File: config.mk
export PLATFORM = sky130hd
export DESIGN_NAME = pzf_div_cell
export DESIGN_NICKNAME = d
export VERILOG_FILES = /design/src/sv/permutation_zscore_finalize_macros.svh /design/src/sv/pzf_div_cell.sv
export SDC_FILE = /design/constraint.sdc
export NUM_CORES = 1
export LEC_CHECK = 0
export ABC_AREA = 1
export BUFFER_PORTS_ARGS = -buffer_cell sky130_fd_sc_hd__clkbuf_2
export CAP_MARGIN = 20
export CORE_MARGIN = 2
export CORE_UTILIZATION = 44
export CTS_CLUSTER_DIAMETER = 120
export DETAILED_ROUTE_END_ITERATION = 12
export PLACE_DENSITY = 0.79
export RECOVER_POWER = 50
export SLEW_MARGIN = 25
export SYNTH_ARGS = -nofsm -noshare
export SYNTH_HDL_FRONTEND = slang
export SYNTH_SLANG_ARGS = --single-unit
File: constraint.sdc
create_clock -name clk -period 1.5 [get_ports clk]
set_input_delay 0.15 -clock clk [delete_from_list [all_inputs] [get_ports clk]]
set_output_delay 0.15 -clock clk [all_outputs]
set_load 0.05 [all_outputs]
File: src/sv/permutation_zscore_finalize_macros.svh
// assertion macros for the permutation z-score finalizer
`ifndef PERMUTATION_ZSCORE_FINALIZE_MACROS_SVH
`define PERMUTATION_ZSCORE_FINALIZE_MACROS_SVH
`ifndef NO_ASSERTIONS
`define PZF_ASSERT_IMPL(lbl, ante, cons, msg) \
  lbl: assert property (@(posedge clk) disable iff (!rst_n) (ante) |-> (cons)) \
    else $error(msg);
`define PZF_ASSERT_NEXT(lbl, ante, cons, msg) \
  lbl: assert property (@(posedge clk) disable iff (!rst_n) (ante) |=> (cons)) \
    else $error(msg);
`else
`define PZF_ASSERT_IMPL(lbl, ante, cons, msg)
`define PZF_ASSERT_NEXT(lbl, ante, cons, msg)
`endif
`endif

File: src/sv/pzf_div_cell.sv
// one restoring division step per cell, registered
`default_nettype none
module pzf_div_cell #(
  parameter int W = 8,
  parameter int K = 8
) (
  input  wire logic         clk,
  input  wire logic         en,
  input  wire logic [K-1:0] rem_i,
  input  wire logic [W-1:0] acc_i,
  input  wire logic [K-1:0] dvs_i,
  output logic      [K-1:0] rem_o,
  output logic      [W-1:0] acc_o,
  output logic      [K-1:0] dvs_o
);

  logic [K:0]   trial;
  logic [K:0]   diff;
  logic         ge;
  logic [K-1:0] rem_nxt;
  logic [W-1:0] acc_nxt;
  logic [K-1:0] rem_r;
  logic [W-1:0] acc_r;
  logic [K-1:0] dvs_r;

  always_comb begin
    trial   = {rem_i, acc_i[W-1]};
    ge      = trial >= {1'b0, dvs_i};
    diff    = trial - {1'b0, dvs_i};
    rem_nxt = ge ? diff[K-1:0] : trial[K-1:0];
    acc_nxt = {acc_i[W-2:0], ge};
  end

  always_ff @(posedge clk) begin
    if (en) begin
      rem_r <= rem_nxt;
      acc_r <= acc_nxt;
      dvs_r <= dvs_i;
    end
  end

  assign rem_o = rem_r;
  assign acc_o = acc_r;
  assign dvs_o = dvs_r;

endmodule
`default_nettype wire

## Word level (Yosys, flattened, before mapping)

Cells that the tools add are included.

- Bits in registers: 24
- Bits of input ports: 26
- Output and inout port bits: 24

- $add $sub $neg: 1
- $lt $le $gt $ge: 1
- Mux-type cells: 1

Operator list:

| operator | count |
|---|---|
| >= comparator 9 x 8 -> 1 bit | 1 |
| 2-to-1 mux 8 bit | 1 |
| subtractor 8 bit | 1 |

## Longest topological paths before layout

Gate-level depths: netlist of the first run.

- Word-level depth: 2
- Mapped depth: 11

## Worst setup path after synthesis of the first run

Ideal clock, no wire load.

- Kind: input to register
- Start: in dvs_i[2]
- End: reg rem_r[7] (netlist: rem_o[7]) (data pin)
- Library setup time: 0.252 ns
- Arrival time: 1.189 ns
- Data required time: 1.248 ns
- Setup slack: 0.059 ns
- Stages on the path: 9
- Path buffers: 0
- Path through: inv_1 > ha_1 > or2_4 > nand3_4 > nand2_4 > nand2_8 > nand2_8 > nand2_4 > nand2_2

- Word-level cells in the longest chain between the ends: 2

Ends and longest elaborated chain:

| item | RTL line | source |
|---|---|---|
| from (decl) | pzf_div_cell.sv:11 | `input wire logic [K-1:0] dvs_i,` |
| >= comparator 9 x 8 -> 1 bit | pzf_div_cell.sv:28 | `ge = trial >= {1'b0, dvs_i};` |
| named net ge | pzf_div_cell.sv:19 | `logic ge;` |
| 2-to-1 mux 8 bit | pzf_div_cell.sv:30 | `rem_nxt = ge ? diff[K-1:0] : trial[K-1:0];` |
| named net rem_nxt[7] | pzf_div_cell.sv:20 | `logic [K-1:0] rem_nxt;` |
| to (signal assigned) | pzf_div_cell.sv:36 | `rem_r <= rem_nxt;` |
| to (decl) | pzf_div_cell.sv:22 | `logic [K-1:0] rem_r;` |

The timed path passes the listed nets, and every way through them passes these cells.
A chain may end at the register's enable or synchronous reset.

## Worst setup path after layout of the first run

- Start: in dvs_i[4]
- End: reg rem_r[5] (netlist: rem_o[5]) (data pin)

- Word-level cells in the longest chain between the ends: 2

Ends and longest elaborated chain:

| item | RTL line |
|---|---|
| subtractor 8 bit / >= comparator 9 x 8 -> 1 bit (equally long branches) | pzf_div_cell.sv:29, pzf_div_cell.sv:28 |
| 2-to-1 mux 8 bit * | pzf_div_cell.sv:30 |
| named net rem_nxt[5] | pzf_div_cell.sv:20 |

Mark *: on every way through the listed nets, which the timed path passes. The rest lies on a longest branch.

==> out/qor.yml, run 1 <==
outcome:
  status: "finished, final reports clean"
setup_path:
  required_ps: 1570
  start_kind: "input pin"
  critical_path_arrival_ps: 1380
  cp_max_fo: 7
  path_class: "in2reg"
  endpoint_kind: "flop"
layout:
  drive_gt1_frac: 0.452
  area_growth_pct: 35.6
  final_area_sq_mm: 0.00186
  layout.nets: 247
  fin_util: 0.621
  num_antenna_cells: 0
logic_synthesis:
  synth_cell_types: 20
  synth_area_sq_mm: 0.00138
  synth_seq_cells: 24
  synth.area.top_cells: "edfxtp_1 (52%), nand2_1 (8.5%), ha_1 (7.3%), nand3_1 (5.1%), nand2_2 (5.0%)"
  synth_top_cell_area_share: 0.524
  synth_seq_area_share: 0.524
  syn_inst: 133
  synth_warnings: 0
  syn_area_per_cell_sq_um: 10.3
  syn_nets: 168
  yosysTopAreaCell: "edfxtp_1"
sta:
  whs_ps: 7.75
  finalHoldViolCount: 0
  setup_viol: 0
  tightest_slew_ps: 1230
  final.period_utilization: 0.875
  timing.final.crit_period_ps: 1310
  drv_slew: 0
  slew-limit-headroom: 0.178
  rsz0062_at_grt: "no"
  fmax_mhz: 762
clock_network:
  cts-buffers-inserted: 3
  cts.htree.levels: 1
  tritoncts: "yes"
  cts_root_buf: "clkbuf_4"
  path_clk_slew_ps: 120
  post_cts_resized: 0
  clock_sinks: 24
  cts_buffer_depth: 2
power:
  finalPower_mw: 1.79
  switching_share: 0.367
  comb_power_share: 0.382
  p_seq_frac: 0.467
  p_sw_mw: 0.659
  power_frac_clock: 0.151
  peakVddDrop_uv: 345
  p_int_mw: 1.14
  power_density_mw_per_mm2: 963
  p_leak_nw: 0.936
place:
  dp_hpwl_microns: 2270
  gp_congestion: 0.818
  place_area_sq_mm: 0.00184
  numPortBuffers: 49
detailed_routing:
  dr.pass1.iters: 4
  wire_per_inst_microns: 11.0
  drt_iter0_drc: 22
  wl_met2_microns: 1340
  routed_via_density: 4.58
  met3_length_microns: 122
  postRouteWirelength_microns: 2680
  via_count: 1113
  m1WireLength_microns: 1180
  ant_nets: 0
  routed.top_layer: "met4"
  drc: 0
die:
  dieArea_sq_mm: 0.00359
  coreArea_sq_mm: 0.00300
  die_h_microns: 59.9
  rows: 20
  io_pins: 50
  die_w_microns: 59.9
  start_util: 0.458
worst_hold_path:
  hp-class: "in2reg"
grt:
  grt_antenna_before_repair: 0
  grt_pass1_vias: 1023
  grt_start_max_net_pins: 25
  track_usage: 0.161
  grt_overflow: 0
  grt_pass1_wl_microns: 4190
run:
  maxCapViolCount: 0
[worst max-delay path, stage by stage]
cell	delay [ps]
clkbuf_1	90
inv_1	60
ha_1	340
nand2_1	70
nand2_1	90
clkinv_1	120
nand2_4	120
nand2_8	80
buf_4	140
nand3_1	60
nand2_1	60
[placed cells by master (no fill, tap or decap), types with 3 or more instances in the layout]
master / instances
buf_4: 23
inv_1: 18
ha_1: 8
nand2_1: 31
nor2_1: 4
nor2_4: 3
clkbuf_4: 3
clkbuf_1: 6
inv_2: 3
edfxtp_1: 24
nand3_1: 14
clkbuf_2: 44
nand2_2: 11
[per-layer routing]
layer	up-vias	global-route usage
li1	590	-
met1	487	0.191
met2	32	0.292
met3	4	0.0173
met4	0	0.0667
met5	-	0
[power by group through the flow]
stage	clock (mW)	sequential, mW	combinational [mW]
floorplan	0	1.09	0.235
global placement	0	0.853	0.683
detailed placement	0	0.855	0.690
CTS	0.271	0.839	0.692
global route	0.298	0.845	0.739
finish	0.271	0.838	0.686
[state kept, by name, indices dropped and copies added (netlist names)]
register  count
acc_o         8
dvs_o         8
rem_o         8
[final timing paths]
kind | from | end | slack [ps] | cells after the start
min | acc_i[0] | acc_o[1]$_DFFE_PP_ | 8 | 1
max | dvs_i[4] | rem_o[5]$_DFFE_PP_ | 190 | 11
[what timing repair did]
item | CTS | global route
buffers inserted | 0 | 0
hold buffers | 0 | 1
hold endpoints to repair | 0 | 1
endpoints found under the setup margin | 0 | 0
[area by class of cell]
type	count	area, sq um
clock buffer	3	22.5
fill	260	1140
inverter	23	86.3
multi-input combinational	86	568
sequential	24	721
tap	33	41.3
timing repair buffer	74	425
[cells in the mapped netlist]
cell and n:
fa_1 1, nand3_1 14, nand2_1 31, ha_1 8
nor2_2 2, nand2_4 2, xnor2_1 2, inv_2 3
or2_4 1, edfxtp_1 24, nand3_4 1, inv_1 18
nand4_1 1, nand2_8 2, a21oi_1 2, clkinv_1 2
nor2_4 3, xor2_1 1, nand2_2 11, nor2_1 4
[cells by family after synthesis]
| logic type | synth area share |
|---|---|
| compound gates | 0.00728 |
| xor+xnor | 0.0191 |
| fa+ha+maj | 0.0874 |
| buf+inv | 0.0628 |
| flops | 0.524 |
| simple gates | 0.299 |
[metrics by stage]
step           cells  worst slack, ps  setup TNS [ps]
2_1_floorplan    133             59.0               0
3_3_place_gp     239            -98.4            -657
3_5_place_dp     239             -129            -906
4_1_cts          242              205               0
5_1_grt          243             60.2               0
6_report         243              188               0
Note: power is estimated with default switching activity, not from simulation.
==> run 2: changes to the inputs <==
ABC_AREA = 0   (was 1)
BUFFER_PORTS_ARGS = unset   (was -buffer_cell sky130_fd_sc_hd__clkbuf_2)
CORE_UTILIZATION = 55   (was 44)
DONT_BUFFER_PORTS = 1   (was unset)
PLACE_DENSITY = 0.77   (was 0.79)
==> run 2 against run 1 <==
The run now ends with setup timing left. Sequential cell count unchanged. Non-clock buffer count decreased by 37. First-iteration DRC count fell by 55%. Utilization grew 16 points. Final cell count decreased by 35%. Worst hold slack gained 40 ps. Critical path depth is 3 lower. Count of clock-buffer cells in the layout unchanged. Total power decreased by 2.0%. Sequential share of layout area rose by 4.1 points. Combinational power shrank 42%. Area after synthesis down 9.7%. Critical path type unchanged. Highest routed layer unchanged.
==> out/qor.yml, run 2 <==
power:
  peakVddDrop_uv: 632
  switching_share: 0.348
  comb_power_share: 0.225
  power_frac_clock: 0.155
  p_seq_frac: 0.620
  p_int_mw: 1.15
  power_density_mw_per_mm2: 1040
  p_sw_mw: 0.611
  p_leak_nw: 0.689
outcome:
  failed_checks: "setup timing"
  status: "finished with violations"
detailed_routing:
  drt_iter0_drc: 10
  ant_nets: 0
  dr.pass1.iters: 4
  via_count: 909
  routed_via_density: 5.72
  wire_per_inst_microns: 17.4
  drc: 0
  postRouteWirelength_microns: 2760
layout:
  most-common-layout-cells: "edfxtp_1 (24), buf_4 (20), dlygate4sd3_1 (15)"
  area_growth_pct: 35.7
  fill_cells: 152
  finalNonFillerCells: 159
  layout.nets: 168
  final_common_cell: "edfxtp_1"
  num_antenna_cells: 0
  final_area_sq_mm: 0.00168
  drive_gt1_frac: 0.321
setup_path:
  path_class: "in2reg"
  slowest_stage: "fa_2"
  startpoint: "acc_i[7]"
  critical_path_arrival_ps: 1590
  crit_end: "rem_o[6]$_DFFE_PP_"
  critPathMaxStageDelay_ps: 360
  path_cells: "inv_12, ha_4, fa_2, nor2b_2, o31a_1, nor4_1, a311o_1, mux2_4"
  cp_max_fo: 3
  endpoint_kind: "flop"
  required_ps: 1580
  start_kind: "input pin"
sta:
  final.period_utilization: 1.01
  timing.final.crit_period_ps: 1510
  setup_ws_ps: -11.6
  fmax_mhz: 662
  tightest_slew_ps: 1290
  setup_viol: 1
  slew-limit-headroom: 0.141
  rsz0062_at_grt: "yes"
  finalHoldViolCount: 0
  drv_slew: 0
logic_synthesis:
  async_flop_share: 0
  synth.area.mux_share: 0.0615
  synth_compound_area_frac: 0.130
  synth_common_cells: "edfxtp_1 (24), inv_1 (13), ha_1 (8), mux2_2 (5), o21ai_0 (4)"
  syn_nets: 128
  synth_xor_area_frac: 0.0212
  syn_inst: 93
  synth_cell_types: 30
  synth_seq_cells: 24
  synthSimpleGateAreaFrac: 0.0625
  synth_top_cell_area_share: 0.581
  ys.flop_type: "edfxtp_1"
  syn_area_per_cell_sq_um: 13.3
  yosysMostFrequentCell: "edfxtp_1"
  synth_warnings: 0
  synth_seq_area_share: 0.581
  synth_area_sq_mm: 0.00124
  synth-edff-count: 24
  synth_fa_ha_area_frac: 0.0968
  synth_top_family_by_area: "compound AO/OA/AOI/OAI gates"
  yosysTopAreaCell: "edfxtp_1"
  synth.area.top_cells: "edfxtp_1 (58%), ha_1 (8.1%), mux2_2 (4.5%), inv_1 (3.9%), a41oi_4 (2.2%)"
clock_network:
  tritoncts: "yes"
  cts.htree.levels: 1
  path_clk_slew_ps: 120
  clock_sinks: 24
  cts-buffers-inserted: 3
  cts_buffer_depth: 2
  cts_root_buf: "clkbuf_4"
place:
  dp_hpwl_microns: 1960
  place_area_sq_mm: 0.00147
  gp_congestion: 0.775
  numPortBuffers: 0
  placed_cells: 138
grt:
  grt_pass1_wl_microns: 4340
  grt_antenna_before_repair: 0
  grt_pass1_vias: 946
  grt_start_max_net_pins: 25
  grt_overflow: 0
  track_usage: 0.230
run:
  maxCapViolCount: 0
die:
  io_pins: 50
  coreArea_sq_mm: 0.00217
  start_util: 0.572
  dieArea_sq_mm: 0.00265
  die_w_microns: 51.5
  rows: 17
  die_h_microns: 51.5
worst_hold_path:
  hp-class: "in2reg"
## run 2: worst min path at each step
stage | end | start | depth (start not counted)
global route | rem_o[4]$_DFFE_PP_ | rem_i[3] | 1
CTS | rem_o[4]$_DFFE_PP_ | rem_i[3] | 1
detailed placement | acc_o[3]$_DFFE_PP_ | acc_i[2] | 0
global placement | acc_o[6]$_DFFE_PP_ | acc_i[5] | 0
finish | rem_o[4]$_DFFE_PP_ | rem_i[3] | 1
floorplan | acc_o[1]$_DFFE_PP_ | acc_i[0] | 0
## run 2: power groups by stage
stage                     sequential (mW)  clock (mW)  combinational (mW)
after floorplan                      1.10           0               0.223
after global placement               1.11           0               0.306
after detailed placement             1.11           0               0.326
after CTS                            1.09       0.277               0.389
after global routing                 1.10       0.299               0.428
final                                1.09       0.272               0.396
## run 2: kinds of logic after synthesis
logic type / after synthesis
DFF: 24
AOI/OAI and AO/OA: 20
buffers and inverters: 15
and+or+nand+nor: 15
adders and majority gates: 9
muxes: 7
xor gates and xnor gates: 3
## run 2: metrics by stage
stage / setup WS [ps] / TNS, ps / power [mW] / utilization / hold WS, ps
floorplan: -305 / -1640 / 1.32 / - / 249
global placement: -348 / -1940 / 1.41 / 0.678 / 249
detailed placement: -414 / -2360 / 1.43 / 0.678 / 249
CTS: -0.0727 / -0.0727 / 1.76 / 0.777 / 42.4
global route: -59.0 / -59.0 / 1.82 / 0.776 / 35.6
finish: -11.6 / -11.6 / 1.76 / 0.776 / 47.3
## run 2: layer usage
metal | vias up | global-route usage | share of wire
met5 | - | 0 | 0
met2 | 49 | 0.417 | 0.52
met3 | 16 | 0.0489 | 0.063
met4 | 0 | 0.158 | 0.051
met1 | 424 | 0.234 | 0.37
li1 | 420 | - | -
## run 2: timing repair
action | CTS | global route
cloned | 0 | 0
setup buffers | 2 | 0
endpoints found under the setup margin | 4 | 2
pin swaps | 2 | 0
endpoints found under the hold margin | 39 | 0
hold buffers | 16 | 0
resized for setup | 3 | 1
## run 2: cell type report
class	instances	area (sq um)	share of cell area
inverter	13	61.3	0.0364
sequential	24	721	0.428
clock buffer	3	22.5	0.0134
timing repair buffer	37	315	0.187
multi-input combinational	54	529	0.314
tap	28	35.0	0.0208
## run 2: worst max-delay path: cells and delay by family
| family | cells | cell delay [ps] |
|---|---|---|
| adders and majority gates | 2 | 510 |
| AOI/OAI and AO/OA | 2 | 450 |
| muxes | 1 | 270 |
| buffers and inverters | 1 | 10 |
| and+or+nand+nor | 2 | 200 |
==> run 3: changes to the inputs <==
MAX_ROUTING_LAYER = met4   (was unset)
==> run 3 against run 2 <==
The flow still finishes with violations (setup timing). Sequential share of layout area did not move. Total power barely moved. Utilization did not move. Critical endpoint unchanged.
==> out/qor.yml, run 3 (synthesis gave the netlist of run 2 again) <==
outcome:
  status: "finished with violations"
  failed_checks: "setup timing"
sta:
  finalHoldViolCount: 0
  tightest_slew_ps: 1290
  whs_ps: 45.6
  setup_tns_ps: -4.87
  final.period_utilization: 1.00
  setup_ws_ps: -4.87
  slew-limit-headroom: 0.139
  fmax_mhz: 665
  setup_viol: 1
  timing.final.crit_period_ps: 1500
  rsz0062_at_grt: "yes"
  drv_slew: 0
layout:
  num_antenna_cells: 0
  final_common_cell: "edfxtp_1"
  fin_util: 0.776
  area_growth_pct: 35.7
  layout.nets: 168
  drive_gt1_frac: 0.321
  most-common-layout-cells: "edfxtp_1 (24), buf_4 (20), dlygate4sd3_1 (15)"
clock_network:
  cts-buffers-inserted: 3
  cts_buffer_depth: 2
  cts_root_buf: "clkbuf_4"
  cts.htree.levels: 1
  path_clk_slew_ps: 120
  tritoncts: "yes"
  clock_sinks: 24
setup_path:
  endpoint_kind: "flop"
  cp_max_fo: 3
  critical_path_arrival_ps: 1580
  path_class: "in2reg"
  required_ps: 1580
  start_kind: "input pin"
detailed_routing:
  drc: 0
  wire_per_inst_microns: 17.3
  dr.pass1.iters: 4
  drt_iter0_drc: 10
  via_count: 905
  ant_nets: 0
  routed_via_density: 5.69
  postRouteWirelength_microns: 2760
worst_hold_path:
  hp-class: "in2reg"
  hp-start: "rem_i[3]"
  min_to: "rem_o[4]$_DFFE_PP_"
  min_path_cells: 1
die:
  rows: 17
  die_w_microns: 51.5
  coreArea_sq_mm: 0.00217
  dieArea_sq_mm: 0.00265
  die_h_microns: 51.5
  io_pins: 50
  start_util: 0.572
grt:
  grt_pass1_wl_microns: 4350
  grt_antenna_before_repair: 0
  track_usage: 0.236
  grt_start_max_net_pins: 25
  grt_overflow: 0
  grt_pass1_vias: 944
power:
  p_leak_nw: 0.689
  power_density_mw_per_mm2: 1040
  finalPower_mw: 1.76
  peakVddDrop_uv: 632
place:
  numPortBuffers: 0
  dp_hpwl_microns: 1960
  gp_congestion: 0.786
  pre_cts_slack_ps: -414
run:
  maxCapViolCount: 0
[run 3: how the worst max path moves through the flow]
stage | start | to
2_1_floorplan | acc_i[7] | rem_o[6]$_DFFE_PP_
3_3_place_gp | acc_i[7] | rem_o[6]$_DFFE_PP_
3_5_place_dp | acc_i[7] | rem_o[6]$_DFFE_PP_
4_1_cts | acc_i[7] | rem_o[6]$_DFFE_PP_
5_1_grt | acc_i[7] | rem_o[6]$_DFFE_PP_
6_report | acc_i[7] | rem_o[6]$_DFFE_PP_
[run 3: layer usage]
layer  vias to the layer above  global-route usage  wire (microns)
met4                         0               0.158             135
met2                        47               0.417            1430
met1                       424               0.236            1020
met5                         -                   -               0
met3                        14              0.0460             168
li1                        420                   -               -
[run 3: what timing repair did]
item,in CTS,in global routing
hold buffers,16,0
setup endpoints to repair,4,2
setup buffers,2,0
hold endpoints to repair,39,0
pin swaps,2,0
resized for setup,3,1
[run 3: critical path: stages]
cell,delay (ps)
inv_12,10
ha_4,150
fa_2,360
nor2b_2,140
o31a_1,170
nor4_1,60
a311o_1,280
mux2_4,270
[run 3: final cells by class]
type | count | area (sq um)
clock buffer | 3 | 22.5
fill | 152 | 485
inverter | 13 | 61.3
multi-input combinational | 54 | 529
sequential | 24 | 721
tap | 28 | 35.0
timing repair buffer | 37 | 315
[run 3: where the power goes]
part | total (mW) | switching (mW) | internal [mW]
logic | 0.396 | 0.171 | 0.224
registers | 1.09 | 0.261 | 0.829
clock network | 0.273 | 0.179 | 0.0940
total | 1.76 | 0.612 | 1.15
[run 3: through the flow]
stage	area [sq um]	instances
global route	1680	159
detailed placement	1470	138
floorplan	1310	93
finish	1680	159
CTS	1690	159
global placement	1470	138
