[src/sv/permutation_zscore_finalize_macros.svh]
// assertion macros for the permutation z-score finalizer
`ifndef PERMUTATION_ZSCORE_FINALIZE_MACROS_SVH
`define PERMUTATION_ZSCORE_FINALIZE_MACROS_SVH
`ifndef NO_ASSERTIONS
`define PZF_ASSERT_IMPL(lbl, ante, cons, msg) \
  lbl: assert property (@(posedge clk) disable iff (!rst_n) (ante) |-> (cons)) \
    else $error(msg);
`define PZF_ASSERT_NEXT(lbl, ante, cons, msg) \
  lbl: assert property (@(posedge clk) disable iff (!rst_n) (ante) |=> (cons)) \
    else $error(msg);
`else
`define PZF_ASSERT_IMPL(lbl, ante, cons, msg)
`define PZF_ASSERT_NEXT(lbl, ante, cons, msg)
`endif
`endif

[src/sv/pzf_sqrt_cell.sv]
// one digit-by-digit square root step per cell, registered
`default_nettype none
module pzf_sqrt_cell #(
  parameter int RB = 8
) (
  input  wire logic              clk,
  input  wire logic              en,
  input  wire logic [RB+1:0]     rem_i,
  input  wire logic [RB-1:0]     root_i,
  input  wire logic [2*RB-1:0]   rad_i,
  output logic      [RB+1:0]     rem_o,
  output logic      [RB-1:0]     root_o,
  output logic      [2*RB-1:0]   rad_o
);

  logic [RB+3:0]   cur;
  logic [RB+3:0]   trial;
  logic [RB+3:0]   diff;
  logic            ge;
  logic [RB+1:0]   rem_nxt;
  logic [RB-1:0]   root_nxt;
  logic [2*RB-1:0] rad_nxt;
  logic [RB+1:0]   rem_r;
  logic [RB-1:0]   root_r;
  logic [2*RB-1:0] rad_r;

  always_comb begin
    cur      = {rem_i, rad_i[2*RB-1:2*RB-2]};
    trial    = {2'b00, root_i, 2'b01};
    ge       = cur >= trial;
    diff     = cur - trial;
    rem_nxt  = ge ? diff[RB+1:0] : cur[RB+1:0];
    root_nxt = {root_i[RB-2:0], ge};
    rad_nxt  = {rad_i[2*RB-3:0], 2'b00};
  end

  always_ff @(posedge clk) begin
    if (en) begin
      rem_r  <= rem_nxt;
      root_r <= root_nxt;
      rad_r  <= rad_nxt;
    end
  end

  assign rem_o  = rem_r;
  assign root_o = root_r;
  assign rad_o  = rad_r;

endmodule
`default_nettype wire
[config.mk]
export PLATFORM = sky130hd
export DESIGN_NAME = pzf_sqrt_cell
export DESIGN_NICKNAME = d
export VERILOG_FILES = /design/src/sv/permutation_zscore_finalize_macros.svh /design/src/sv/pzf_sqrt_cell.sv
export SDC_FILE = /design/constraint.sdc
export NUM_CORES = 1
export LEC_CHECK = 0
export BUFFER_PORTS_ARGS = -buffer_cell sky130_fd_sc_hd__buf_2
export CAP_MARGIN = 15
export CORE_MARGIN = 3
export CORE_UTILIZATION = 42
export CTS_CLUSTER_SIZE = 30
export DETAILED_ROUTE_END_ITERATION = 7
export PLACE_DENSITY_LB_ADDON = 0.08
export SETUP_SLACK_MARGIN = 0.05
export SLEW_MARGIN = 40
export SYNTH_ARGS = -nofsm -noshare
export SYNTH_HDL_FRONTEND = slang
export SYNTH_SLANG_ARGS = --single-unit
[constraint.sdc]
create_clock -name clk -period 2.4 [get_ports clk]
set_clock_uncertainty 0.15 [all_clocks]
set_input_delay 0.48 -clock clk [delete_from_list [all_inputs] [get_ports clk]]
set_output_delay 0.48 -clock clk [all_outputs]
set_load 0.02 [all_outputs]
======== Yosys cells after proc, flatten, opt, wreduce, memory -nomap -nowiden ========
Index checks and enable logic that the tools add are counted.
storage, ports and cells
  bits of input ports ..................... 36
  output and inout port bits .............. 34
  bits in registers ....................... 32
  logic and storage cells ................. 6
operators by class
  order comparisons ....................... 1
  $add $sub $neg .......................... 1
  multiplexer cells ....................... 1
operator list
  kind            number
  $ge 12x10->1    1
  $mux 10         1
  $sub 10x10->10  1

======== Depth between registers and ports, before layout ========
Gate-level depths: netlist of the first run.
  depth after elaboration ................. 2
  mapped depth ............................ 8
  depth with buffers taken out ............ 7

======== Least setup slack after synthesis of the first run ========
OpenSTA, ideal clock, no wires.
  path kind ............................... input -> register
  from .................................... input root_i[0]
  to ...................................... register rem_r[2] (netlist: rem_o[2]), data pin
  stages on the path ...................... 8
  library setup time ...................... 0.260 ns
  data required time ...................... 1.990 ns
  buffers on the path ..................... 1
  data arrival time ....................... 2.065 ns
  path slack .............................. -0.075 ns
  path through ............................ inv_1 ha_1 nor2b_4 o31a_4 a41oi_1 o211a_1 buf_6 mux2_4
on the way
  cells in the longest elaborated chain, start to end .. 2
  elaborated cells between the ends (all ways) .. 3
  classes of those cells .................. 1 x add/sub; 1 x order compare; 1 x mux
ends and longest elaborated chain
  what                                                   line                                      source
  start, declared                                        pzf_sqrt_cell.sv:9                        input wire logic [RB-1:0] root_i,
  $sub 10x10->10 / $ge 12x10->1 (equally long branches)  pzf_sqrt_cell.sv:31, pzf_sqrt_cell.sv:30
  $mux 10 (*)                                            pzf_sqrt_cell.sv:32                       rem_nxt = ge ? diff[RB+1:0] : cur[RB+1:0];
  named net rem_nxt[2]                                   pzf_sqrt_cell.sv:20                       logic [RB+1:0] rem_nxt;
  end signal, assigned                                   pzf_sqrt_cell.sv:39                       rem_r <= rem_nxt;
  end, declared                                          pzf_sqrt_cell.sv:23                       logic [RB+1:0] rem_r;
Mark *: on every way through the listed nets, which the timed path passes. The rest lies on a longest branch.
A chain may end at the register's enable or synchronous reset.

======== Worst setup path after layout of the first run ========
  from .................................... input rem_i[7]
  to ...................................... register rem_r[7] (netlist: rem_o[7]), data pin
on the way
  cells in the longest elaborated chain, start to end .. 2
ends and longest elaborated chain
  what                  line                 source
  start, declared       pzf_sqrt_cell.sv:8   input wire logic [RB+1:0] rem_i,
  $ge 12x10->1          pzf_sqrt_cell.sv:30  ge = cur >= trial;
  $mux 10               pzf_sqrt_cell.sv:32
  named net rem_nxt[7]  pzf_sqrt_cell.sv:20
The timed path passes the listed nets, and every way through them passes these cells.

==> flow_metrics.py, run 1 <==
metrics = {
    "status": {
        "outcome": "finished, final reports clean",
    },
    "global_route": {
        "grt_pass1_vias": 1163,
        "gr-usage-all-layers_pct": 14.9,
        "grt_pass1_wl_um": 4970,
        "grt_start_max_net_pins": 33,
        "antenna_found_initial": 0,
        "grt.overflow.total": 0,
    },
    "timing": {
        "finalCriticalPeriod_ns": 2.21,
        "rsz0062_at_grt": "false",
        "worstMarginPinSlew_ns": 0.691,
        "setup-violations-final": 0,
        "finalHoldViolCount": 0,
        "worst_slack_ns": 0.187,
        "holdWs_ns": 0.232,
        "slew_headroom_pct": 53.9,
        "slew_viol_final": 0,
        "period_share_pct": 92.2,
        "fmax_mhz": 452,
    },
    "setup_path": {
        "startpoint_type": "input port",
        "cp_data_required_time_ns": 2.27,
        "path_class": "input port to register",
        "crit_start": "rem_i[7]",
        "critPathCapture": "rem_o[7]",
        "end_kind": "register",
        "crit_path_max_fanout": 5,
        "arrival_ns": 2.08,
    },
    "placement": {
        "dp_slack_ns": -0.112,
        "place_area_mm2": 0.00212,
        "portBuffers": 67,
        "gp_congestion": 0.845,
        "post-dp-hpwl_um": 2560,
    },
    "finish": {
        "multi_input_area_um2": 603,
        "layout.nets": 251,
        "antenna_cells": 0,
        "drive_above_1_share_pct": 50.7,
        "fillers": 268,
        "seq_area_um2": 961,
        "final_cell_area_mm2": 0.00220,
        "syn2layout_area_growth_pct": 37.1,
    },
    "min_path": {
        "worstHoldPathType": "input port to register",
    },
    "synthesis": {
        "synth.distinct_cells": 32,
        "ys_seq_area_share_pct": 59.8,
        "ys_ff_latch": 32,
        "synthesis.instances": 116,
        "netlist_area_mm2": 0.00161,
        "synth_warnings": 0,
        "avgSynthCellArea_um2": 13.8,
    },
    "floorplanning": {
        "die_w_um": 67.8,
        "start_util_pct": 46.0,
        "std_cell_rows": 21,
        "die_area_mm2": 0.00460,
        "die_h_um": 67.8,
        "ios": 70,
        "core_area_mm2": 0.00349,
    },
    "power": {
        "power_density_mw_per_mm2": 650,
        "ir_worst_vdd_mv": 0.288,
        "power_leakage_uw": 0.00102,
    },
    "run": {
        "drv_cap": 0,
    },
    "cts": {
        "cts_made_buffers": 5,
        "clkSinkCount": 32,
        "clkSlewWorstSetupHoldPaths_ns": 0.06,
        "cts_setup_buffers": 0,
        "cts_buffer_depth": 2,
        "cts-root-buf": "clkbuf_8",
        "cts_tree": "done",
        "cts.htree.levels": 2,
    },
    "detailed_routing": {
        "drt_iter0_drc": 24,
        "ant_nets": 0,
        "drc": 0,
        "wl_um": 3220,
        "routedWlPerCell_um": 12.8,
        "avgViaCountPerCell": 4.72,
        "vias": 1184,
        "dr.pass1.iters": 4,
    },
}
critical path: stages:
cell and delay [ns]:
buf_2 0.10, ha_1 0.34, a2111oi_1 0.41, o211a_1 0.27, buf_4 0.17, mux2_4 0.30
timing repair:
| item | 4_1_cts | 5_1_grt |
|---|---|---|
| resized for setup | 0 | 1 |
| setup endpoints to repair | 0 | 7 |
| hold buffers | 0 | 0 |
through the flow:
step / util (%) / setup TNS (ns) / instances / total power (uW)
floorplan: - / 0 / 117 / 943
global placement: 60.8 / -0.547 / 244 / 1080
detailed placement: 60.8 / -0.833 / 244 / 1090
CTS: 63.0 / 0 / 251 / 1450
global route: 63.0 / 0 / 251 / 1520
finish: 63.0 / 0 / 251 / 1430
cells by family after synthesis:
family                     after synthesis  share of synthesized area [%]
DFF                                     32                           59.8
AOI/OAI and AO/OA                       23                           10.2
and+or+nand+nor                         21                           6.62
buffers and inverters                   14                           4.21
adders and majority gates               10                           7.79
muxes                                    9                           7.87
xor gates and xnor gates                 6                           3.27
other                                    1                          0.233
metal layers:
layer / vias to the layer above / wire length (um) / global-route usage, %
met3: 6 / 286 / 5.58
met2: 45 / 1610 / 26.4
met4: 0 / 55 / 7.44
li1: 600 / - / -
met1: 533 / 1270 / 15.5
met5: - / 0 / 0
layout by cell type (no fill, tap or decap), drive strengths merged, types with 4 or more instances in the layout:
cell / n
a21oi: 6
buf: 84
clkbuf: 5
edfxtp: 32
ha: 10
inv: 11
mux2: 8
nand2: 7
nor2: 4
o21ai: 5
xnor2: 5
worst min path at each step:
stage | end | from | slack (ns) | cells past startpoint
2_1_floorplan | rad_o[10] | rad_i[8] | 0.43 | 0
3_3_place_gp | rad_o[15] | rad_i[13] | 0.51 | 1
3_5_place_dp | rad_o[8] | rad_i[6] | 0.51 | 1
4_1_cts | rad_o[8] | rad_i[6] | 0.22 | 1
5_1_grt | rad_o[14] | rad_i[12] | 0.21 | 1
6_report | rad_o[15] | rad_i[13] | 0.23 | 1
sequential cells by signal, indices dropped and copies added (netlist names):
register and count:
rad_o 14, rem_o 10, root_o 8
power breakdown:
group	switching, uW	internal, uW
registers	11.2	684
clock network	168	191
logic	201	177
total	380	1050
cell type report:
cell class | count | share of cell area (%)
inverter | 11 | 1.88
tap | 46 | 2.61
multi-input combinational | 71 | 27.4
clock inverter | 2 | 0.341
clock buffer | 5 | 3.13
sequential | 32 | 43.6
timing repair buffer | 84 | 21.0
synthesized netlist by cell type:
cell | count | area, um^2
edfxtp_1 | 32 | 961
o21ai_0 | 5 | 25.0
xor2_1 | 1 | 8.76
nand2b_1 | 2 | 12.5
nor2b_4 | 1 | 13.8
nor2_1 | 4 | 15.0
o31a_4 | 1 | 17.5
buf_6 | 1 | 11.3
inv_1 | 11 | 41.3
buf_4 | 2 | 15.0
a31oi_1 | 1 | 6.26
xnor2_1 | 5 | 43.8
o311a_2 | 1 | 11.3
o211a_1 | 1 | 10.0
mux2_2 | 1 | 11.3
mux2i_1 | 1 | 10.0
a21o_1 | 1 | 7.51
and3_1 | 1 | 6.26
conb_1 | 1 | 3.75
nand3_1 | 2 | 10.0
nor2b_1 | 1 | 6.26
nand2_1 | 7 | 26.3
a41oi_1 | 1 | 8.76
mux2_4 | 7 | 105
a2111oi_0 | 1 | 8.76
a21oi_1 | 6 | 30.0
ha_1 | 10 | 125
o211ai_1 | 2 | 15.0
a211o_1 | 1 | 8.76
nor3_1 | 2 | 10.0
or2_2 | 1 | 6.26
o21a_1 | 2 | 15.0
Power figures use the tool's default switching activity.
==> run 2: changes to the inputs <==
--- a/config.mk
+++ b/config.mk
@@ -8,7 +8,8 @@
 export BUFFER_PORTS_ARGS = -buffer_cell sky130_fd_sc_hd__buf_2
 export CAP_MARGIN = 15
 export CORE_MARGIN = 3
-export CORE_UTILIZATION = 42
+export CORE_UTILIZATION = 44
+export CTS_BUF_LIST = sky130_fd_sc_hd__clkbuf_4 sky130_fd_sc_hd__clkbuf_8
 export CTS_CLUSTER_SIZE = 30
 export DETAILED_ROUTE_END_ITERATION = 7
 export PLACE_DENSITY_LB_ADDON = 0.08
==> run 2 against run 1 <==
Against the previous run: setup slack worse by 0.024 ns; critical path type unchanged; sequential power about the same; global-route usage up 1.2 points; worst hold slack worse by 0.056 ns; non-clock buffer count unchanged; maximum frequency down 1.1%; final area up 0.11%; critical path depth unchanged.
==> flow_metrics.py, run 2 (synthesis gave the netlist of run 1 again) <==
metrics = {
    "floorplanning": {
        "start_util_pct": 47.0,
        "ios": 70,
        "core_area_mm2": 0.00342,
        "die_area_mm2": 0.00441,
        "die_w_um": 66.4,
        "die_h_um": 66.4,
        "std_cell_rows": 21,
    },
    "finish": {
        "largest_reg_flops": 14,
        "syn2layout_area_growth_pct": 37.2,
        "drive_above_1_share_pct": 51.9,
        "final_cell_mix": "buf_2, edfxtp_1, buf_4",
        "fillers": 272,
        "mostFrequentLayoutCell": "buf_2",
        "post-route-util_pct": 64.5,
        "layout.nets": 251,
        "antenna_cells": 0,
    },
    "placement": {
        "gp_congestion": 0.841,
        "dp_slack_ns": -0.110,
        "post-dp-hpwl_um": 2630,
        "portBuffers": 67,
    },
    "global_route": {
        "grt.overflow.total": 0,
        "antenna_found_initial": 0,
        "grt_pass1_vias": 1171,
        "grt_pass1_wl_um": 5130,
        "grt_start_max_net_pins": 33,
        "gr-usage-all-layers_pct": 16.2,
    },
    "detailed_routing": {
        "vias": 1224,
        "drc": 0,
        "dr.pass1.iters": 4,
        "ant_nets": 0,
        "routedWlPerCell_um": 13.3,
        "wl_um": 3350,
        "drt_iter0_drc": 52,
        "avgViaCountPerCell": 4.86,
    },
    "timing": {
        "worst_slack_ns": 0.163,
        "worstMarginPinSlew_ns": 0.694,
        "fmax_mhz": 447,
        "rsz0062_at_grt": "false",
        "setup-violations-final": 0,
        "finalHoldViolCount": 0,
        "period_share_pct": 93.2,
        "setup_tns_ns": 0,
        "slew_viol_final": 0,
        "finalCriticalPeriod_ns": 2.24,
        "slew_headroom_pct": 53.7,
    },
    "status": {
        "outcome": "finished, final reports clean",
    },
    "run": {
        "drv_cap": 0,
    },
    "setup_path": {
        "startpoint_type": "input port",
        "crit_path_max_fanout": 5,
        "arrival_ns": 2.17,
        "cp_data_required_time_ns": 2.33,
        "end_kind": "register",
        "path_class": "input port to register",
    },
    "cts": {
        "cts.htree.levels": 2,
        "cts_resized": 0,
        "hold_buffers": 0,
        "cts_made_buffers": 5,
        "cts_setup_buffers": 0,
        "cts_buffer_depth": 2,
        "cts_tree": "done",
        "cts-root-buf": "clkbuf_4",
        "clkSlewWorstSetupHoldPaths_ns": 0.09,
        "clkSinkCount": 32,
    },
    "power": {
        "power_density_mw_per_mm2": 672,
        "power_leakage_uw": 0.00102,
        "power_uw": 1480,
        "ir_worst_vdd_mv": 0.311,
    },
    "min_path": {
        "holdPathStages": 1,
        "worstHoldPathType": "input port to register",
    },
}
[run 2: cell types whose count changed in the layout (fill, tap and decap cells not counted), sizes merged]
cell    before  now
clkinv       2    1
clkbuf       5    6
bufinv       0    1
[run 2: per-stage QoR]
| step | instances | cell area, um^2 | hold WS, ns |
|---|---|---|---|
| after floorplan | 117 | 1630 | 0.429 |
| after global placement | 244 | 2120 | 0.507 |
| after detailed placement | 244 | 2120 | 0.509 |
| after CTS | 252 | 2200 | 0.161 |
| after global routing | 252 | 2200 | 0.142 |
| final | 252 | 2200 | 0.176 |
[run 2: worst max-delay path: stages]
cell,delay (ns)
buf_2,0.11
ha_1,0.34
a2111oi_0,0.49
o211a_1,0.27
buf_4,0.17
mux2_4,0.30
[run 2: layer usage]
layer  share of wire [%]  track usage (%)
met1                  38             16.6
met2                  51             28.6
met3                 8.7             5.95
met4                 1.8             7.87
met5                   0                0
[run 2: final timing paths]
check	from	end	slack [ns]
setup / recovery	rem_i[7]	rem_o[4]	0.16
hold / removal	rad_i[2]	rad_o[4]	0.18
[run 2: area by class of cell]
type	instances	area (um^2)	area share, %
multi-input combinational	71	602	27.3
sequential	32	961	43.6
tap	46	57.6	2.61
clock inverter	2	35.0	1.59
timing repair buffer	84	463	21.0
inverter	11	41.3	1.87
clock buffer	6	45.0	2.04
[run 2: where the power goes]
part	switching, uW	internal, uW	total (uW)
Clock	179	230	409
Combinational	203	177	379
Sequential	12.0	683	695
==> run 3: changes to the inputs <==
--- a/config.mk
+++ b/config.mk
@@ -8,7 +8,7 @@
 export BUFFER_PORTS_ARGS = -buffer_cell sky130_fd_sc_hd__buf_2
 export CAP_MARGIN = 15
 export CORE_MARGIN = 3
-export CORE_UTILIZATION = 44
+export CORE_UTILIZATION = 49
 export CTS_BUF_LIST = sky130_fd_sc_hd__clkbuf_4 sky130_fd_sc_hd__clkbuf_8
 export CTS_CLUSTER_SIZE = 30
 export DETAILED_ROUTE_END_ITERATION = 7
==> constraint.sdc (replaced) <==
create_clock -name clk -period 2.2 [get_ports clk]
set_clock_uncertainty 0.15 [all_clocks]
set_input_delay 0.44 -clock clk [delete_from_list [all_inputs] [get_ports clk]]
set_output_delay 0.44 -clock clk [all_outputs]
set_load 0.02 [all_outputs]
==> run 3 against run 2 <==
Against the previous run: core utilization is 9.3 points higher; final area grew 4.0%; via count up 5.4%; first-iteration DRC count shrank 19%; clock-buffer cell count shrank 1; power is 0.80% higher; worst hold slack lost 0.030 ns; non-clock buffer count is 11 higher; critical path type unchanged; critical endpoint is now rem_o[5].
==> flow_metrics.py, run 3 (synthesis gave the netlist of run 1 again) <==
metrics = {
    "global_route": {
        "grt_start_max_net_pins": 24,
        "grt.overflow.total": 0,
        "antenna_found_initial": 0,
        "grt_pass1_wl_um": 5980,
        "grt_pass1_vias": 1348,
        "gr-usage-all-layers_pct": 19.5,
    },
    "cts": {
        "cts_made_buffers": 5,
        "cts.htree.levels": 2,
        "cts_tree": "done",
        "cts_buffer_depth": 2,
        "cts_setup_buffers": 0,
        "cts-root-buf": "clkbuf_4",
        "clkSinkCount": 32,
        "clkSlewWorstSetupHoldPaths_ns": 0.09,
    },
    "setup_path": {
        "path_class": "input port to register",
        "path_cells": "buf_2 > ha_4 > nor2b_4 > o31a_4 > a41oi_2 > o211a_1 > buf_4 > mux2_4",
        "crit_path_max_fanout": 4,
        "end_kind": "register",
        "crit_family": "compound AO/OA/AOI/OAI gates",
        "crit_path_max_incr_delay_ns": 0.30,
        "cp_slowest_cell": "mux2_4",
        "arrival_ns": 2.03,
        "cp_data_required_time_ns": 2.12,
        "startpoint_type": "input port",
        "cp.buffers_inverters": 2,
    },
    "floorplanning": {
        "die_area_mm2": 0.00400,
        "die_h_um": 63.3,
        "die_w_um": 63.3,
        "core_area_mm2": 0.00310,
        "start_util_pct": 51.8,
        "ios": 70,
        "std_cell_rows": 20,
    },
    "power": {
        "comb_power_share_pct": 29.9,
        "power_density_mw_per_mm2": 652,
        "switching_share_pct": 28.5,
        "ir_worst_vdd_mv": 0.351,
        "clock_power_share_pct": 19.5,
        "p_switching_uw": 425,
        "intPower_uw": 1070,
        "pwr-share-seq_pct": 50.6,
        "power_leakage_uw": 0.00107,
        "power_uw": 1490,
    },
    "timing": {
        "period_share_pct": 95.9,
        "finalCriticalPeriod_ns": 2.11,
        "fmax_mhz": 474,
        "rsz0062_at_grt": "true",
        "finalHoldViolCount": 0,
        "setup_tns_ns": 0,
        "slew_viol_final": 0,
        "setup-violations-final": 0,
    },
    "finish": {
        "mostFrequentLayoutCell": "buf_2",
        "drive_above_1_share_pct": 55.1,
        "fin_cells": 260,
        "post-route-util_pct": 73.9,
        "largest_reg_flops": 14,
        "syn2layout_area_growth_pct": 42.7,
        "layout.nets": 262,
        "antenna_cells": 0,
        "final_cell_area_mm2": 0.00229,
        "fillers": 243,
        "final_cell_mix": "buf_2, edfxtp_1, buf_4",
    },
    "placement": {
        "post-place-cells": 253,
        "place_area_mm2": 0.00223,
        "portBuffers": 67,
        "post-dp-hpwl_um": 2800,
        "gp_congestion": 0.910,
    },
    "detailed_routing": {
        "wl_um": 3530,
        "ant_nets": 0,
        "vias": 1290,
        "routedWlPerCell_um": 13.6,
        "avgViaCountPerCell": 4.96,
        "drt_iter0_drc": 42,
        "drc": 0,
        "dr.pass1.iters": 4,
    },
    "min_path": {
        "worstHoldPathType": "input port to register",
    },
    "status": {
        "outcome": "finished, final reports clean",
    },
    "run": {
        "drv_cap": 0,
    },
}
run 3: per-layer routing:
layer	vias to the layer above	track usage (%)	share of wire, %
li1	624	-	-
met1	597	20.0	38
met2	59	36.2	53
met3	10	5.53	7.3
met4	0	8.89	2.5
met5	-	0	0
run 3: final timing paths:
path	from	to	slack, ns	depth (start not counted)
max	rem_i[0]	rem_o[5]	0.09	8
min	rad_i[13]	rad_o[15]	0.15	1
run 3: final cells by class:
class | instances | area (um^2) | area share (%)
Clock buffer | 5 | 37.5 | 1.64
Clock inverter | 2 | 7.51 | 0.328
Inverter | 11 | 43.8 | 1.91
Multi-Input combinational cell | 71 | 629 | 27.5
Sequential cell | 32 | 961 | 41.9
Tap cell | 44 | 55.1 | 2.40
Timing Repair Buffer | 95 | 558 | 24.3
run 3: through the flow:
| step | worst slack [ns] | hold WS, ns |
|---|---|---|
| floorplan | -0.0782 | 0.389 |
| global placement | -0.234 | 0.467 |
| detailed placement | -0.261 | 0.469 |
| CTS | 0.0879 | 0.136 |
| global route | 0.0433 | 0.117 |
| finish | 0.0913 | 0.146 |
run 3: what timing repair did:
| item | CTS | global route |
|---|---|---|
| endpoints found under the setup margin | 0 | 10 |
| gates resized for setup | 0 | 5 |
| hold buffers | 0 | 0 |
run 3: power by group through the flow:
stage	logic, uW	registers [uW]	clock network, uW
final	446	757	291
after floorplan	177	856	0
after global placement	425	770	0
after detailed placement	441	771	0
after CTS	444	758	303
after global routing	483	764	332
